<file path="src/temd_pkg.sv">
package temd_pkg;

   localparam int GatherCapacityDefault = 64;
   localparam int GatherKeep = 6;
   localparam int CountWidth = 48;
   localparam int CodeWidth = 4;

   localparam logic [7:0] ByteEsc = 8'h1b;
   localparam logic [7:0] ByteStop = 8'h1d;
   localparam logic [7:0] ByteBracket = 8'h5b;
   localparam logic [7:0] ByteTilde = 8'h7e;
   localparam logic [7:0] ByteLess = 8'h3c;
   localparam logic [7:0] ByteUpperI = 8'h49;
   localparam logic [7:0] ByteUpperO = 8'h4f;
   localparam logic [7:0] ByteUpperM = 8'h4d;
   localparam logic [7:0] ByteLowerM = 8'h6d;
   localparam logic [7:0] ByteLowerU = 8'h75;
   localparam logic [7:0] ByteTwo = 8'h32;
   localparam logic [7:0] ByteZero = 8'h30;
   localparam logic [7:0] ByteOne = 8'h31;

   typedef enum logic [CodeWidth-1:0] {
      CODE_NONE          = 4'd0,
      CODE_FOCUS_IN      = 4'd1,
      CODE_FOCUS_OUT     = 4'd2,
      CODE_PASTE_BEGIN   = 4'd3,
      CODE_PASTE_END     = 4'd4,
      CODE_MOUSE_PRESS   = 4'd5,
      CODE_MOUSE_RELEASE = 4'd6,
      CODE_KEY_REPORT    = 4'd7,
      CODE_STOP          = 4'd8
   } marker_code_type;

   typedef struct packed {
      logic [CountWidth-1:0] byte_number;
      marker_code_type       marker_code;
   } rsp_item_type;

endpackage

</file>
<file path="src/terminal_escape_marker_detector_unit.sv">
// a result is computed combinationally and registered into the output buffer when its item is accepted
// throughput: one item per cycle while the output buffer is not full, the detector updates on each accepted item
// a two-entry output buffer keeps input ready while one result waits
// reset (synchronous, active high) clears the candidate, paste flag, byte count
// and output buffer
module terminal_escape_marker_detector_unit
   import temd_pkg::*;
#(
   parameter int GATHER_CAPACITY = GatherCapacityDefault
) (
   input  logic        clock,
   input  logic        reset,
   input  logic        req_tvalid,
   output logic        req_tready,
   input  logic [7:0]  req_tdata,   // in_byte[7:0]
   output logic        rsp_tvalid,
   input  logic        rsp_tready,
   output logic [55:0] rsp_tdata    // marker_code[3:0], byte_number[51:4], zero[55:52]
);

   logic         item_accept;
   rsp_item_type core_result, rsp_item;

   assign item_accept = req_tvalid && req_tready;

   temd_core #(
      .GATHER_CAPACITY(GATHER_CAPACITY)
   ) u_core (
      .clock       (clock),
      .reset       (reset),
      .item_accept (item_accept),
      .in_byte     (req_tdata),
      .result      (core_result)
   );

   temd_skid u_skid (
      .clock      (clock),
      .reset      (reset),
      .push       (item_accept),
      .push_item  (core_result),
      .push_ready (req_tready),
      .rsp_tvalid (rsp_tvalid),
      .rsp_tready (rsp_tready),
      .rsp_item   (rsp_item)
   );

   assign rsp_tdata = {4'b0000, rsp_item.byte_number, rsp_item.marker_code};

endmodule

</file>
<file path="src/temd_core.sv">
module temd_core
   import temd_pkg::*;
#(
   parameter int GATHER_CAPACITY = GatherCapacityDefault
) (
   input  logic         clock,
   input  logic         reset,
   input  logic         item_accept,
   input  logic [7:0]   in_byte,
   output rsp_item_type result
);

   localparam int LenWidth = $clog2(GATHER_CAPACITY);
   localparam logic [LenWidth-1:0] LenLimit = LenWidth'(GATHER_CAPACITY - 1);
   localparam logic [LenWidth-1:0] LenThree = LenWidth'(3);
   localparam logic [LenWidth-1:0] LenFour = LenWidth'(4);
   localparam logic [LenWidth-1:0] LenKeep = LenWidth'(GatherKeep);
   localparam logic [CountWidth-1:0] CountMax = {CountWidth{1'b1}};

   logic [LenWidth-1:0]   len_ff, len_in, len_base, len_gather;
   logic [7:0]            bytes_ff [GatherKeep];
   logic [7:0]            bytes_in [GatherKeep];
   logic                  paste_ff, paste_in;
   logic [CountWidth-1:0] count_ff, count_in;
   logic                  gather, csi;
   marker_code_type       code;

   always_comb begin
      len_base = (in_byte == ByteEsc) ? '0 : len_ff;
      gather = (len_base < LenLimit) && ((len_base != '0) || (in_byte == ByteEsc));
      len_gather = gather ? len_base + LenWidth'(1) : '0;
      for (int i = 0; i < GatherKeep; i++) begin
         bytes_in[i] = (gather && (len_base == LenWidth'(i))) ? in_byte : bytes_ff[i];
      end
      count_in = (count_ff < CountMax) ? count_ff + CountWidth'(1) : count_ff;

      code = CODE_NONE;
      len_in = len_gather;
      paste_in = paste_ff;
      csi = (len_gather >= LenThree) && (bytes_in[0] == ByteEsc) &&
            (bytes_in[1] == ByteBracket);
      if (paste_ff) begin
         if ((len_gather == LenKeep) && (bytes_in[0] == ByteEsc) &&
             (bytes_in[1] == ByteBracket) && (bytes_in[2] == ByteTwo) &&
             (bytes_in[3] == ByteZero) && (bytes_in[4] == ByteOne) &&
             (bytes_in[5] == ByteTilde)) begin
            code = CODE_PASTE_END;
            paste_in = 1'b0;
            len_in = '0;
         end
      end else if ((len_gather == LenThree) && csi && (bytes_in[2] == ByteUpperI)) begin
         code = CODE_FOCUS_IN;
         len_in = '0;
      end else if ((len_gather == LenThree) && csi && (bytes_in[2] == ByteUpperO)) begin
         code = CODE_FOCUS_OUT;
         len_in = '0;
      end else if ((len_gather == LenKeep) && csi && (bytes_in[2] == ByteTwo) &&
                   (bytes_in[3] == ByteZero) && (bytes_in[4] == ByteZero) &&
                   (bytes_in[5] == ByteTilde)) begin
         code = CODE_PASTE_BEGIN;
         paste_in = 1'b1;
         len_in = '0;
      end else if (csi && (len_gather >= LenFour) && (bytes_in[2] == ByteLess) &&
                   ((in_byte == ByteUpperM) || (in_byte == ByteLowerM))) begin
         code = (in_byte == ByteUpperM) ? CODE_MOUSE_PRESS : CODE_MOUSE_RELEASE;
         len_in = '0;
      end else if (csi && (in_byte == ByteLowerU)) begin
         code = CODE_KEY_REPORT;
         len_in = '0;
      end
      if (in_byte == ByteStop) begin
         code = CODE_STOP;
      end

      result.marker_code = code;
      result.byte_number = count_in;
   end

   always_ff @(posedge clock) begin
      if (reset) begin
         len_ff <= '0;
         paste_ff <= 1'b0;
         count_ff <= '0;
      end else if (item_accept) begin
         len_ff <= len_in;
         paste_ff <= paste_in;
         count_ff <= count_in;
      end
   end

   always_ff @(posedge clock) begin
      if (item_accept) begin
         for (int i = 0; i < GatherKeep; i++) begin
            bytes_ff[i] <= bytes_in[i];
         end
      end
   end

endmodule

</file>
<file path="src/temd_skid.sv">
module temd_skid
   import temd_pkg::*;
(
   input  logic         clock,
   input  logic         reset,
   input  logic         push,
   input  rsp_item_type push_item,
   output logic         push_ready,
   output logic         rsp_tvalid,
   input  logic         rsp_tready,
   output rsp_item_type rsp_item
);

   logic         main_valid_ff, skid_valid_ff;
   rsp_item_type main_ff, skid_ff;
   logic         pop;

   assign pop = main_valid_ff && rsp_tready;
   assign push_ready = !skid_valid_ff;
   assign rsp_tvalid = main_valid_ff;
   assign rsp_item = main_ff;

   always_ff @(posedge clock) begin
      if (reset) begin
         main_valid_ff <= 1'b0;
         skid_valid_ff <= 1'b0;
      end else if (pop) begin
         if (skid_valid_ff) begin
            skid_valid_ff <= 1'b0;
         end else begin
            main_valid_ff <= push;
         end
      end else if (push) begin
         if (!main_valid_ff) begin
            main_valid_ff <= 1'b1;
         end else begin
            skid_valid_ff <= 1'b1;
         end
      end
   end

   always_ff @(posedge clock) begin
      if (pop) begin
         if (skid_valid_ff) begin
            main_ff <= skid_ff;
         end else begin
            main_ff <= push_item;
         end
      end else if (push) begin
         if (!main_valid_ff) begin
            main_ff <= push_item;
         end else begin
            skid_ff <= push_item;
         end
      end
   end

endmodule

</file>
<file path="config.mk">
export PLATFORM = sky130hd
export DESIGN_NAME = terminal_escape_marker_detector_unit
export DESIGN_NICKNAME = d
export VERILOG_FILES = /design/src/temd_pkg.sv /design/src/terminal_escape_marker_detector_unit.sv /design/src/temd_core.sv /design/src/temd_skid.sv
export SDC_FILE = /design/constraint.sdc
export NUM_CORES = 1
export LEC_CHECK = 0
export ABC_AREA = 1
export BUFFER_PORTS_ARGS = -buffer_cell sky130_fd_sc_hd__buf_2
export CELL_PAD_IN_SITES_DETAIL_PLACEMENT = 0
export CELL_PAD_IN_SITES_GLOBAL_PLACEMENT = 2
export CORE_ASPECT_RATIO = 0.8
export CORE_UTILIZATION = 39
export CTS_BUF_LIST = sky130_fd_sc_hd__clkbuf_4
export DETAILED_ROUTE_END_ITERATION = 12
export GPL_ROUTABILITY_DRIVEN = 0
export PLACE_DENSITY = 0.91
export REMOVE_ABC_BUFFERS = 1
export SYNTH_ARGS = -nofsm -noshare
export SYNTH_HDL_FRONTEND = slang
export SYNTH_HIERARCHICAL = 1
export SYNTH_SLANG_ARGS = --single-unit
</file>
<file path="constraint.sdc">
create_clock -name clock -period 9.3 [get_ports clock]
set_input_delay 1.86 -clock clock [delete_from_list [all_inputs] [get_ports clock]]
set_output_delay 1.86 -clock clock [all_outputs]
set_load 0.005 [all_outputs]
</file>
==> summary.md <==
| Metric | Value |
|---|---|
| CTS root buf | `clkbuf_4` |
| Cell area after synthesis | `10820 sq um` |
| Max-Cap Viols | `0` |
| Starting Density | `39.65%` |
| Die Ht | `151.0 microns` |
| Worst Reg-to-Reg Cells | `17` |
| HPWL Detailed | `18120 microns` |
| Fmax | `207.9 MHz` |
| Final Cell Area | `12160 sq um` |
| Vias in the first global route | `8122` |
| CTS tree | `built` |
| FF-to-FF Start | `u_core/count_ff[0]$_SDFFE_PP0P_` |
| Total core area | `27300 sq um` |
| Stages on worst setup path | `23` |
| Critical Path Start | `req_tdata[2]` |
| Hold path start | `u_core/len_ff[0]$_SDFFE_PP0P_` |
| Synth top area share | `42.17%` |
| Crit path to | `u_skid/rsp_item[2]$_DFFE_PP_` |
| Synthesis Warnings | `6` |
| Routed WL | `26770 microns` |
| Maximum fanout along the worst path | `22` |
| Minimum clock period | `4810 ps` |
| Worst clock skew | `56.43 ps` |
| PD cells | `175.7 nW/um^2` |
| DRC | `0` |
| GRT overflow | `0` |
| Post-CTS Setup Bufs | `0` |
| Vias/cell | `4.983` |
| # hold bufs at CTS | `0` |
| Crit-path cells | `buf_2 -> inv_2 -> nand2_1 -> nor2_2 -> nand2_4 -> nand2_1 -> inv_1 -> ha_1 -> nand2_2 -> nand3_1 -> nand2_1 -> nand3_1 -> nor2_1 -> nand2_1 -> nor2_4 -> nand2_2 -> inv_2 -> nand3_2 -> nand2_1 -> nand3_1 -> a21oi_1 -> o21ai_0 -> nand2_1` |
| First-pass GRT wire length | `42810 microns` |
| Port bufs | `65` |
| CP bufs+invs | `4` |
| CP endpoint kind | `register` |
| Largest area contributor in the netlist | `edfxtp_1` |
| Data arrival time of the worst path | `5350 ps` |
| Worst Hold Class | `reg -> reg` |
| Max transition margin | `30.27%` |
| Met3 Usage GRT | `3.128%` |
| Synth Register Bits | `209` |
| Crit path largest cell delay | `410 ps` |
| Cell count after synthesis | `1251` |
| Synth cell count leaders | `297 x nand2_1, 152 x edfxtp_1, 140 x inv_1, 137 x nor2_1, 103 x o21ai_0` |
| Reg2Reg Setup Slack | `5950 ps` |
| Critical Path RT | `9840 ps` |
| Gr usage total | `19.00%` |
| Distinct cell type count after synthesis | `44` |
| Non-filler instance count after layout | `1748` |
| Clock sink total | `209` |
| Critical path class | `in -> reg` |
| NumNets Final | `1352` |
| Placed Area | `11380 sq um` |
| DR WL/cell | `15.31 microns` |
| Clock slew at reported path FFs | `60 ps` |
| # resized after CTS | `0` |
| GR Util met2 | `26.46%` |
| Inserted Clock Buffers | `56` |
| Count leader, synth | `nand2_1` |
| FILL cells | `2752` |
| Fraction of layout cells with a size suffix above 1 | `18.31%` |
| Worst-Margin Slew | `1046 ps` |
| Maximum clock path buffer count | `3` |
| Largest net degree at the start of global routing | `83` |
| Reg2Reg Capture Point | `u_skid/rsp_item[38]$_DFFE_PP_` |
| Synthesized area per cell | `8.652 sq um` |
| Vias post-DR | `8710` |
| Final period util | `51.72%` |
| Status | `completed` |
| Drt initial violations | `780` |
| Met1 usage | `29.71%` |
| Antenna-violating nets left | `0` |
| Die Area | `28430 sq um` |
| Number of placed I/O pins | `70` |
| Die W | `188.3 microns` |
| Setup violators final | `0` |
| TNS Setup | `0 ps` |
| FP Rows | `54` |
| P_leak | `5.088 nW` |
| Setup crit start kind | `input port` |
| Initial antenna violation count | `1` |
| Pins Over Slew Limit | `0` |
| EDFF count, synth | `152` |
| Clock Latency Late Sink | `670 ps` |
| Primary FF master, synth | `edfxtp_1` |
| CTS H-tree depth | `2` |
| Seq/Total Area, Yosys | `52.71%` |
| Dpl cells | `1641` |
| Max IR drop VDD | `0.09305 mV` |
| Global-route layer with the greatest usage | `met1` |
| Crit-path slowest cell | `nand2_2` |
| Final hold violation count | `0` |
| Synth async-reset ratio | `0%` |
| Area delta synth->final | `12.30%` |
| Crit path max-delay family | `simple AND/OR/NAND/NOR gates` |
| CP most frequent cell | `nand2_1` |
| Ranking of synthesized cells by area | `edfxtp_1 42%, dfxtp_1 11%, nand2_1 10%, inv_1 4.9%, o21ai_0 4.8%` |
| Drt first pass iters | `5` |
| RSZ-0062 raised after global routing | `false` |
==> layout by cell type, fill, tap and decap left out, types with 18 or more instances in the layout <==
cell type,instances
xor2_1,32
o21ai_1,18
nand4_1,46
dfxtp_1,57
nand2_2,19
o21ai_0,102
inv_1,139
clkbuf_4,93
edfxtp_1,152
buf_2,65
nor3_1,30
nor2_1,136
nand3_1,43
a21oi_1,28
nand2_1,297
==> worst min-delay path by stage <==
stage,end,depth (start not counted)
2_1_floorplan,u_core/len_ff[1]$_SDFFE_PP0P_,2
3_3_place_gp,u_core/len_ff[0]$_SDFFE_PP0P_,2
3_5_place_dp,u_core/len_ff[0]$_SDFFE_PP0P_,2
4_1_cts,u_core/len_ff[0]$_SDFFE_PP0P_,2
5_1_grt,u_core/len_ff[0]$_SDFFE_PP0P_,2
6_report,u_core/len_ff[0]$_SDFFE_PP0P_,2
==> worst min-delay path: stages, from the launching register on <==
cell	delay, ps
dfxtp_1	320
nand2_1	80
a21oi_2	50
==> flip-flops by register name, summed over array words and instances (netlist names) <==
register              flops
u_skid/skid_valid_ff      1
u_skid/skid_ff           52
u_core/len_ff             6
u_skid/rsp_item          52
u_core/count_ff          48
u_core/paste_ff           1
u_skid/rsp_tvalid         1
u_core/bytes_ff          48
==> power by group <==
group	internal [mW]	switching [mW]	leakage (nW)
Clock	0.477	0.383	0.464
Sequential	1.07	0.0291	1.87
Combinational	0.0550	0.127	2.75
==> metal layers <==
metal  vias up  share of wire [%]
li1       4371                  -
met1      4066                 53
met2       232                 40
met3        41                5.9
met4         0                1.7
met5         -                  0
==> layout make-up <==
type / count / area (sq um) / area share [%]
clock inverter: 12 / 72.57 / 0.5970
sequential: 209 / 5705 / 46.94
multi-input combinational: 846 / 4279 / 35.20
timing repair buffer: 71 / 370.4 / 3.047
clock buffer: 93 / 698.2 / 5.744
inverter: 151 / 569.3 / 4.683
tap: 364 / 455.4 / 3.747
antenna: 2 / 5.005 / 0.04117
==> kinds of logic (layout without fill, tap and decap cells) <==
kind of cell / after synthesis / after routing / synth area share (%)
other cells: 1 / 6 / 0.03464
compound gates: 180 / 180 / 9.328
simple gates: 622 / 622 / 26.48
buf+inv: 199 / 327 / 8.034
flops: 209 / 209 / 52.71
xor+xnor: 35 / 35 / 2.832
fa+ha+maj: 5 / 5 / 0.5780
==> metrics by stage <==
stage | hold slack, ps | utilization (%) | total power, mW | setup WS (ps)
after floorplan | 463.7 | - | 1.221 | 1585
after global placement | 487.5 | 41.69 | 1.294 | 3993
after detailed placement | 492.3 | 41.69 | 1.298 | 3847
after CTS | 500.7 | 44.51 | 2.169 | 4584
after global routing | 508.4 | 44.53 | 2.239 | 4128
final | 497.9 | 44.53 | 2.135 | 4490
No activity file was read; power rests on OpenSTA's default activity.
